File: src/design/smws_pkg.sv
`timescale 1ns / 1ps
// ----------------------------------------------------------------------------
// smws_pkg
// Shared types and constants of the SPI master word shifter.
// ----------------------------------------------------------------------------
package smws_pkg;

	localparam int unsigned WORD_W      = 32;
	localparam int unsigned BITS_W      = 6;
	localparam int unsigned HP_W        = 16;
	localparam int unsigned MODE_W      = 2;
	localparam int unsigned CFG_IDX_W   = 2;
	localparam int unsigned CFG_DATA_W  = 16;
	localparam int unsigned DEF_MAX_WORD_BITS = 32;

	localparam logic [CFG_IDX_W-1:0] REG_SPI_MODE  = 2'd0;
	localparam logic [CFG_IDX_W-1:0] REG_WORD_BITS = 2'd1;
	localparam logic [CFG_IDX_W-1:0] REG_HALF_PER  = 2'd2;

	localparam logic [MODE_W-1:0] RST_SPI_MODE  = 2'd0;
	localparam logic [BITS_W-1:0] RST_WORD_BITS = 6'd8;
	localparam logic [HP_W-1:0]   RST_HALF_PER  = 16'd1;

	localparam int unsigned S_DATA_W = 40;
	localparam int unsigned M_DATA_W = 40;

	typedef struct packed {
		logic [MODE_W-1:0] spi_mode;
		logic [BITS_W-1:0] word_bits;
		logic [HP_W-1:0]   half_period_ticks;
	} cfg_t;

	typedef struct packed {
		logic [WORD_W-1:0] rx_word;
		logic              done_res;
		logic              busy_res;
		logic              mosi;
		logic              sclk;
	} result_t;

endpackage

File: src/design/smws_core.sv
`timescale 1ns / 1ps
// ----------------------------------------------------------------------------
// smws_core
// Transfer state of the SPI master: shift register, bit count, half-period
// counter and line levels, advanced by one system tick per item.
// ----------------------------------------------------------------------------
module smws_core import smws_pkg::*; #(
	parameter int unsigned MAX_WORD_BITS = DEF_MAX_WORD_BITS
) (
	input  logic              clk,
	input  logic              arst_n,
	input  logic              step_en,
	input  cfg_t              cfg,
	input  logic              start_req,
	input  logic [WORD_W-1:0] tx_word,
	input  logic              miso,
	output result_t           res
);

	localparam logic [BITS_W-1:0] MAX_BITS = BITS_W'(MAX_WORD_BITS);

	logic [WORD_W-1:0] shift_q, shift_d;
	logic [BITS_W-1:0] bits_left_q, bits_left_d;
	logic [HP_W-1:0]   tick_q, tick_d;
	logic              phase_q, phase_d;
	logic              clk_lvl_q, clk_lvl_d;
	logic              dout_q, dout_d;
	logic              active_q, active_d;

	logic              cpol, cpha;
	logic [HP_W-1:0]   hp;
	logic [BITS_W-1:0] n_bits;
	logic [HP_W-1:0]   tick_inc;
	logic [WORD_W-1:0] shift_in;
	logic [BITS_W-1:0] bits_dec;
	logic              done;

	always_comb begin
		cpol = cfg.spi_mode[1];
		cpha = cfg.spi_mode[0];
		hp = (cfg.half_period_ticks == '0) ? HP_W'(1) : cfg.half_period_ticks;
		if (cfg.word_bits == '0) begin
			n_bits = BITS_W'(1);
		end else if (cfg.word_bits > MAX_BITS) begin
			n_bits = MAX_BITS;
		end else begin
			n_bits = cfg.word_bits;
		end
		tick_inc = tick_q + HP_W'(1);
		shift_in = {shift_q[WORD_W-2:0], miso};
		bits_dec = bits_left_q - BITS_W'(1);

		shift_d     = shift_q;
		bits_left_d = bits_left_q;
		tick_d      = tick_q;
		phase_d     = phase_q;
		clk_lvl_d   = clk_lvl_q;
		dout_d      = dout_q;
		active_d    = active_q;
		done        = 1'b0;

		if (!active_q) begin
			if (start_req) begin
				shift_d     = tx_word << (BITS_W'(WORD_W) - n_bits);
				bits_left_d = n_bits;
				tick_d      = '0;
				phase_d     = 1'b0;
				clk_lvl_d   = cpol;
				active_d    = 1'b1;
				if (!cpha) begin
					dout_d = shift_d[WORD_W-1];
				end
			end
		end else begin
			tick_d = tick_inc;
			if (tick_inc >= hp) begin
				tick_d = '0;
				if (!phase_q) begin
					clk_lvl_d = ~cpol;
					if (cpha) begin
						dout_d = shift_q[WORD_W-1];
					end
					phase_d = 1'b1;
				end else begin
					shift_d     = shift_in;
					bits_left_d = bits_dec;
					clk_lvl_d   = cpol;
					phase_d     = 1'b0;
					if (bits_dec == '0) begin
						active_d = 1'b0;
						done     = 1'b1;
					end else if (!cpha) begin
						dout_d = shift_in[WORD_W-1];
					end
				end
			end
		end

		res.sclk     = active_d ? clk_lvl_d : cpol;
		res.mosi     = dout_d;
		res.busy_res = active_d;
		res.done_res = done;
		res.rx_word  = done ? shift_d : '0;
	end

	always_ff @(posedge clk or negedge arst_n) begin
		if (!arst_n) begin
			shift_q     <= '0;
			bits_left_q <= '0;
			tick_q      <= '0;
			phase_q     <= 1'b0;
			clk_lvl_q   <= 1'b0;
			dout_q      <= 1'b0;
			active_q    <= 1'b0;
		end else if (step_en) begin
			shift_q     <= shift_d;
			bits_left_q <= bits_left_d;
			tick_q      <= tick_d;
			phase_q     <= phase_d;
			clk_lvl_q   <= clk_lvl_d;
			dout_q      <= dout_d;
			active_q    <= active_d;
		end
	end

endmodule

File: src/design/spi_master_word_shifter.sv
`timescale 1ns / 1ps
// ----------------------------------------------------------------------------
// spi_master_word_shifter
// Full-duplex SPI master, modes 0 to 3, MSB first, one word per transfer.
// ----------------------------------------------------------------------------
// Each input item is one system tick and yields exactly one result item with
// the SCLK and MOSI levels, busy, done and the received word (nonzero only on
// the done item). One item is accepted per cycle; the result is held in an
// output register, so the input side keeps moving while a result waits as
// long as the downstream side takes it in the same cycle. Configuration
// registers: 0 spi_mode (bit1 CPOL, bit0 CPHA), 1 word_bits (saturates to
// MAX_WORD_BITS, zero means 1), 2 half_period_ticks (zero means 1).
module spi_master_word_shifter import smws_pkg::*; #(
	parameter int unsigned MAX_WORD_BITS = DEF_MAX_WORD_BITS
) (
	input  logic                  clk,
	input  logic                  arst_n,
	input  logic                  s_tvalid,
	output logic                  s_tready,
	input  logic [S_DATA_W-1:0]   s_tdata,    // start_req, tx_word[31:0], miso, zero pad
	output logic                  m_tvalid,
	input  logic                  m_tready,
	output logic [M_DATA_W-1:0]   m_tdata,    // sclk, mosi, busy_res, done_res, rx_word[31:0], zero pad
	input  logic                  cfg_valid,
	output logic                  cfg_ready,
	input  logic [CFG_IDX_W-1:0]  cfg_index,
	input  logic [CFG_DATA_W-1:0] cfg_data
);

	cfg_t    cfg_q;
	result_t res;
	result_t res_q;
	logic    out_valid_q;
	logic    step_en;

	assign cfg_ready = 1'b1;
	assign s_tready  = !out_valid_q || m_tready;
	assign step_en   = s_tvalid && s_tready;
	assign m_tvalid  = out_valid_q;
	assign m_tdata   = {{(M_DATA_W - $bits(result_t)){1'b0}}, res_q};

	always_ff @(posedge clk or negedge arst_n) begin
		if (!arst_n) begin
			cfg_q.spi_mode          <= RST_SPI_MODE;
			cfg_q.word_bits         <= RST_WORD_BITS;
			cfg_q.half_period_ticks <= RST_HALF_PER;
		end else if (cfg_valid) begin
			case (cfg_index)
				REG_SPI_MODE:  cfg_q.spi_mode <= cfg_data[MODE_W-1:0];
				REG_WORD_BITS: cfg_q.word_bits <= cfg_data[BITS_W-1:0];
				REG_HALF_PER:  cfg_q.half_period_ticks <= cfg_data[HP_W-1:0];
				default: ;
			endcase
		end
	end

	smws_core #(
		.MAX_WORD_BITS(MAX_WORD_BITS)
	) u_core (
		.clk       (clk),
		.arst_n    (arst_n),
		.step_en   (step_en),
		.cfg       (cfg_q),
		.start_req (s_tdata[0]),
		.tx_word   (s_tdata[WORD_W:1]),
		.miso      (s_tdata[WORD_W+1]),
		.res       (res)
	);

	always_ff @(posedge clk or negedge arst_n) begin
		if (!arst_n) begin
			out_valid_q <= 1'b0;
		end else if (step_en) begin
			out_valid_q <= 1'b1;
		end else if (m_tready) begin
			out_valid_q <= 1'b0;
		end
	end

	always_ff @(posedge clk) begin
		if (step_en) begin
			res_q <= res;
		end
	end

endmodule
File: config.mk
export PLATFORM = sky130hd
export DESIGN_NAME = spi_master_word_shifter
export DESIGN_NICKNAME = d
export VERILOG_FILES = /design/src/design/smws_pkg.sv /design/src/design/smws_core.sv /design/src/design/spi_master_word_shifter.sv
export SDC_FILE = /design/constraint.sdc
export NUM_CORES = 1
export LEC_CHECK = 0
export ABC_CLOCK_PERIOD_IN_PS = 5000
export BUFFER_PORTS_ARGS = -buffer_cell sky130_fd_sc_hd__buf_2
export CAP_MARGIN = 20
export CORE_MARGIN = 5
export CORE_UTILIZATION = 51
export DETAILED_ROUTE_END_ITERATION = 7
export PLACE_DENSITY = 0.71
export SLEW_MARGIN = 25
export SYNTH_ARGS = -nofsm -noshare
export SYNTH_HDL_FRONTEND = slang
export SYNTH_SLANG_ARGS = --single-unit
File: constraint.sdc
create_clock -name clk -period 5 [get_ports clk]
set_input_delay 0.5 -clock clk [delete_from_list [all_inputs] [get_ports clk]]
set_output_delay 0.5 -clock clk [all_outputs]
set_load 0.05 [all_outputs]
==> results of run 1 <==
synth_stat cells (15+ instances only):
master,instances
mux2i_1,42
nand2_1,102
inv_1,40
and3_1,19
edfxtp_1,36
ha_1,20
nand3_1,25
nor2_1,71
o21ai_0,40
nor3_1,26
o22ai_1,16
dfrtp_1,81
nand2b_1,26
a22oi_1,15
mux2_2,34
a21oi_1,53
clkbuf_1,41
state kept, by name, indices dropped and copies added (netlist names):
register and count:
u_core.shift_q 32, cfg_q 24, m_tvalid 1, u_core.phase_q 1, u_core.bits_left_q 6, u_core.clk_lvl_q 1
u_core.dout_q 1, u_core.tick_q 16, m_tdata 36, u_core.active_q 1
path summary, 6_finish.rpt:
| path | start | endpoint | slack, ps | depth (start not counted) |
|---|---|---|---|---|
| worst max-delay path | cfg_q[17] | m_tdata[29] | 460 | 12 |
| worst min-delay path | s_tvalid | m_tvalid | 280 | 2 |
| worst max register to register | cfg_q[17] | m_tdata[29] | 460 | 12 |
| worst min register to register | u_core.shift_q[4] | u_core.shift_q[4] | 490 | 2 |
| max in group asynchronous | arst_n | u_core.active_q | 3380 | 3 |
| min in group asynchronous | arst_n | cfg_q[21] | 520 | 2 |
cell type report:
class                           count  share of cell area [%]
Multi-Input combinational cell    716                   50.39
Clock buffer                       24                   4.893
Timing Repair Buffer              122                   6.965
Sequential cell                   119                   32.10
Tap cell                          220                   2.796
Clock inverter                      8                   1.258
Inverter                           41                   1.589
metrics by stage:
stage               worst slack, ps  cell area, um^2  power, mW  cells  hold WS [ps]
finish                        461.0             9844      4.491   1250         282.0
global route                  119.2             9844      4.722   1250         290.9
CTS                           497.5             9844      4.445   1250         277.9
detailed placement            597.9             9229      3.180   1217         437.9
global placement              636.6             9223      3.149   1217         431.8
floorplan                     705.7             8549      2.657    944         204.4
where the power goes:
part,total [mW],leakage [nW],internal (mW),switching (mW)
sequential,1.36,1.36,1.19,0.175
clock,1.25,0.290,0.821,0.432
combinational,1.88,2.64,0.715,1.16
per-layer routing:
| layer | vias to the layer above | part of all wire (%) | global-route usage [%] |
|---|---|---|---|
| met3 | 54 | 9.3 | 6.278 |
| met1 | 3815 | 44 | 36.72 |
| met2 | 418 | 44 | 39.19 |
| met4 | 0 | 2.1 | 8.445 |
| met5 | - | 0 | 0 |
| li1 | 3679 | - | - |
what timing repair did:
action                    4_1_cts  5_1_grt
hold endpoints to repair       16        0
resized for setup               0        0
hold buffers                    1        0
cell families after synthesis:
kind of cell / share of synthesized area (%)
other: 0.08796
multiplexers: 13.54
XOR/XNOR: 1.744
buffers and inverters: 5.290
AO/OA/AOI/OAI: 20.49
adder cells (fa/ha/maj): 2.931
AND/OR/NAND/NOR: 18.90
flip-flops: 37.02
==> summary.md, run 1 <==
| Metric | Value |
|---|---|
| Total die area | `19430 um^2` |
| DR iter-0 viols | `916` |
| Die Wd | `139.4 um` |
| Worst setup SP type | `flop` |
| Cells along the critical path | `or4_1 > a21oi_4 > inv_4 > ha_2 > buf_4 > nor3b_1 > mux2_2 > or4_1 > mux2_2 > mux2i_1 > o221ai_1 > a21oi_1` |
| Synthesis Warnings | `0` |
| Clk buf depth | `2` |
| Max stage delay on crit path | `620 ps` |
| MaxCap Viol Count | `0` |
| Cell Pwr Density | `456.2 nW/um^2` |
| CTS tree | `done` |
| H-tree Lvls | `4` |
| Tmin final | `4539 ps` |
| TNS Setup | `0 ps` |
| Rows | `47` |
| Post-Syn Instances | `941` |
| VDD IR max | `around 0.29 mV` |
| Vias per cell | `6.373` |
| Root Driver | `clkbuf_16` |
| Die Y | `139.4 um` |
| Skew final | `approximately 12 ps` |
| Area grow syn2layout | `15.30%` |
| Worst-Skew Late Latency | `430 ps` |
| Total grt overflow | `0` |
| Seq/Total Area, Yosys | `37.02%` |
| CP max FO | `28` |
| ANT nets after route | `0` |
| Fin nets | `1100` |
| Outcome | `complete, no violations` |
| Synth async-reset ratio | `a little over two thirds` |
| # fillers | `1439` |
| Commonest non-fill, non-tap cell in the layout | `nand2_1` |
| 1st-pass router iterations | `5` |
| Top cell type by total area after synthesis | `dfrtp_1` |
| Placer Congestion | `0.9990` |
| Mapped Area | `8538 um^2` |
| CP endpoint kind | `flop` |
| Final setup fails | `0` |
| Worst Tran Pin Value | `870.4 ps` |
| Via Count | `7966` |
| ANT cells | `0` |
| Leak | `between 4 and 5 nW` |
| FMAX | `between 200 and 250 MHz` |
| Most frequent cells in the layout | `102 x nand2_1, 93 x buf_2, 81 x dfrtp_1` |
| Unrepaired setup endpoints after global routing | `no` |
| Multi-input combinational cell area | `4961 um^2` |
| Synth top area cells | `dfrtp_1 24%, edfxtp_1 13%, mux2i_1 4.9%, nand2_1 4.5%, mux2_2 4.5%` |
| GRT Overall Usage | `roughly 26%` |
| Share of layout cells above drive strength 1 | `between 20% and 30%` |
| Worst path bufs/invs | `2` |
| Cts bufs inserted | `17` |
| Number of global-route vias before repair | `7640` |
| Core area | `16520 um^2` |
| Fin crit share | `90.78%` |
| Post-Route WL | `approximately 25000 um` |
| Initial core utilization | `51.67%` |
| WS Path Type | `reg -> reg` |
| Register Area | `3161 um^2` |
| Post-synth EDFFs | `36` |
| Post-CTS Setup Repair Bufs | `0` |
| Ys flop type | `dfrtp_1` |
| Synth top area share | `23.74%` |
| Per-cell routed wire length | `20.06 um` |
| I/O pins | `~110` |
| DPL Wire Length | `18050 um` |
| Average size of a mapped cell | `9.074 um^2` |
| Synth cell types | `74` |
| Slew Limit Fails | `0` |
| WP data required | `between 5000 and 6000 ps` |
| Clock-pin slew on the worst setup and hold paths | `around 60 ps` |
| PortBufs | `94` |
| Slowest cell on crit path | `or4_1` |
| Largest net degree at the start of global routing | `57` |
| Normalized max-slew margin | `between 40% and 50%` |
| Hold crit path type | `in -> reg` |
| First-pass GRT wire length | `approximately 40000 um` |
| Core Util, Final | `59.57%` |
| Seq cells post-synth | `119` |
| Final Hold Violating Endpoints | `0` |
| Initial antenna violation count | `0` |
| Residual DRC | `0` |
| CP arrival | `around 4800 ps` |
| Clk sinks | `119` |
| CP delay by family, top | `simple AND/OR/NAND/NOR gates` |
(Power assumes the default switching activity.)
==> run 2, diff against run 1 <==
ABC_AREA = 1   (was not set)
MAX_ROUTING_LAYER = met4   (was not set)
PLACE_DENSITY = 0.72   (was 0.71)
==> run 2 against run 1 <==
Compared with the run above:
- hold slack got worse by 270 ps
- sequential power up 4%
- non-clock buffer count is 18 lower
- wire length down 13%
==> summary.md, run 2 <==
| Metric | Value |
|---|---|
| Ys flop type | `dfrtp_1` |
| Number of global-route vias before repair | `7353` |
| Via Count | `about 8000` |
| Worst setup SP type | `flop` |
| Rows | `46` |
| Top cell type by total area after synthesis | `dfrtp_1` |
| Wl on met1 | `around 9300 um` |
| Core area | `between 15000 and 20000 um^2` |
| Die Wd | `~140 um` |
| Final setup fails | `0` |
| Setup WS post-layout | `668.0 ps` |
| Outcome | `complete, no violations` |
| WS Path Type | `reg -> reg` |
| Leak | `~4.8 nW` |
| Fin crit share | `between 80% and 90%` |
| PortBufs | `94` |
| Cell Pwr Density | `476.6 nW/um^2` |
| TNS Setup | `0 ps` |
| Root Driver | `clkbuf_16` |
| # fillers | `1540` |
| Per-cell routed wire length | `14.87 um` |
| Hold-fix buffers, CTS | `0` |
| Initial core utilization | `between 50 and 60%` |
| Synth top area cells | `dfrtp_1 24%, nand2_1 17%, edfxtp_1 13%, nand3_1 12%, inv_1 5.3%` |
| H-tree Lvls | `4` |
| Top sig layer | `met4` |
| Vias per cell | `5.426` |
| Largest net degree at the start of global routing | `53` |
| 1st-pass router iterations | `5` |
| Synth cell types | `between 40 and 50` |
| Share of layout cells above drive strength 1 | `14.55%` |
| Synth async-reset ratio | `between 60 and 70%` |
| Routed wl met3 | `approximately 1400 um` |
| Post-Syn Instances | `1174` |
| Pre-CTS setup slack | `around 700 ps` |
| Top-count cell post-synth | `nand2_1` |
| CP max FO | `19` |
| Seq/Total Area, Yosys | `38.01%` |
| I/O pins | `around 110` |
| GRT Overall Usage | `24.63%` |
| DR iter-0 viols | `545` |
| Hold crit path type | `in -> async` |
| CP endpoint kind | `flop` |
| First-pass GRT wire length | `35700 um` |
| ANT cells | `0` |
| Normalized max-slew margin | `a little over a third` |
| Initial antenna violation count | `0` |
| Placer Congestion | `0.9756` |
| Post-CTS Setup Repair Bufs | `0` |
| Skew final | `~8.1 ps` |
| Post-CTS sizing | `0` |
| Post-synth EDFFs | `36` |
| Worst-Skew Late Latency | `420 ps` |
| Residual DRC | `0` |
| Synth top area share | `24.38%` |
| Largest register FFs | `36` |
| CP arrival | `4670 ps` |
| Synth cell count leaders | `378 x nand2_1, 193 x nand3_1, 118 x inv_1` |
| FMAX | `230.8 MHz` |
| Worst Tran Pin Value | `974.5 ps` |
| Slew Limit Fails | `0` |
| Total die area | `18960 um^2` |
| Finished Cell Area | `between 9000 and 10000 um^2` |
| Clk sinks | `about 120` |
| Fin nets | `1321` |
| Routed wl met2 | `10450 um` |
| Post-Route WL | `21820 um` |
| Max stage delay on crit path | `roughly 670 ps` |
| Worst setup path startpoint | `u_core.tick_q[0]` |
| WP data required | `5340 ps` |
| Clock-pin slew on the worst setup and hold paths | `60 ps` |
| Total grt overflow | `0` |
| DPL Wire Length | `15810 um` |
| Unrepaired setup endpoints after global routing | `no` |
| Area grow syn2layout | `12.04%` |
| Cells along the critical path | `ha_1 > nand2_1 > nor2_1 > nand3_1 > nor2_1 > nand2_1 > nor2_1 > nand3_1 > xor2_1 > inv_1 > ha_1 > nand4_1 > nor3_2 > nand3_1 > nand3_2 > nand2_4 > inv_2 > nor2_4 > nor3_2 > o211ai_1 > o21ai_0` |
| Seq cells post-synth | `119` |
| Synthesis Warnings | `0` |
| Tmin final | `4332 ps` |
| VDD IR max | `~0.29 mV` |
| Die Y | `137.7 um` |
| Cts bufs inserted | `17` |
| DP Area | `between 8000 and 9000 um^2` |
| CTS tree | `done` |
| Final Hold Violating Endpoints | `0` |
| Min Hold Slack | `14.63 ps` |
| Average size of a mapped cell | `7.082 um^2` |
| ANT nets after route | `0` |
| R2R Path Start | `u_core.tick_q[0]` |
| Mapped Area | `8314 um^2` |
| MaxCap Viol Count | `0` |
| Commonest non-fill, non-tap cell in the layout | `nand2_1` |
| Slowest cell on crit path | `nor3_2` |
| Core Util, Final | `58.43%` |
| Clk buf depth | `2` |
| Most frequent cells in the layout | `378 x nand2_1, 193 x nand3_1, 118 x inv_1` |
## run 2: cell types whose count changed after synthesis, moves of 28 or more
cell / previous run / this run
nand2_1: 102 / 378
nand3_1: 25 / 193
inv_1: 40 / 118
mux2i_1: 42 / 0
mux2_2: 34 / 0
nor2_1: 71 / 43
## run 2: cell type report
cell class / count / area, um^2 / area share [%]
inverter: 130 / 488.0 / 5.238
clock inverter: 13 / 93.84 / 1.007
multi-input combinational: 866 / 4279 / 45.94
timing repair buffer: 104 / 548.0 / 5.883
clock buffer: 19 / 475.5 / 5.104
sequential: 119 / 3161 / 33.93
tap: 216 / 270.3 / 2.901
## run 2: cell families after synthesis
group           Yosys count  share of synthesized area [%]
flops                   119                          38.01
buf+inv                 192                          10.68
xor+xnor                 19                          2.318
simple gates            674                          36.12
fa+ha+maj                20                          3.010
compound gates          148                          9.767
other cells               2                        0.09033
## run 2: metal layers
metal	global-route usage, %	vias to the layer above
met5	-	-
li1	-	3986
met4	10.09	0
met2	39.02	272
met3	4.492	44
met1	31.22	3658
## run 2: path summary, 6_finish.rpt
| path | endpoint | slack (ps) | cells after the start |
|---|---|---|---|
| setup / recovery | u_core.bits_left_q[2] | 670 | 21 |
| hold / removal | u_core.shift_q[6] | 10 | 1 |
| setup reg to reg | u_core.bits_left_q[2] | 670 | 21 |
| hold reg to reg | cfg_q[19] | 490 | 2 |
| max in group asynchronous | u_core.bits_left_q[2] | 3960 | 2 |
| min in group clk | cfg_q[19] | 310 | 3 |
## run 2: where the power goes
group          internal [mW]  switching [mW]  total [mW]  leakage [nW]
sequential              1.22           0.193        1.41          1.41
combinational          0.589            1.29        1.88          3.08
clock                  0.692           0.460        1.15         0.276
## run 2: stage by stage
stage	std cells	total power [mW]
after floorplan	1177	2.873
final	1467	4.439
after detailed placement	1435	3.277
after global routing	1467	4.780
after CTS	1467	4.452
after global placement	1435	3.250
## run 2: critical path: cells and delay by family (launching register included)
family	cells	cell delay, ps
compound gates	2	280
xor+xnor	1	210
fa+ha+maj	2	480
buf+inv	2	320
flops	1	430
simple gates	14	2500
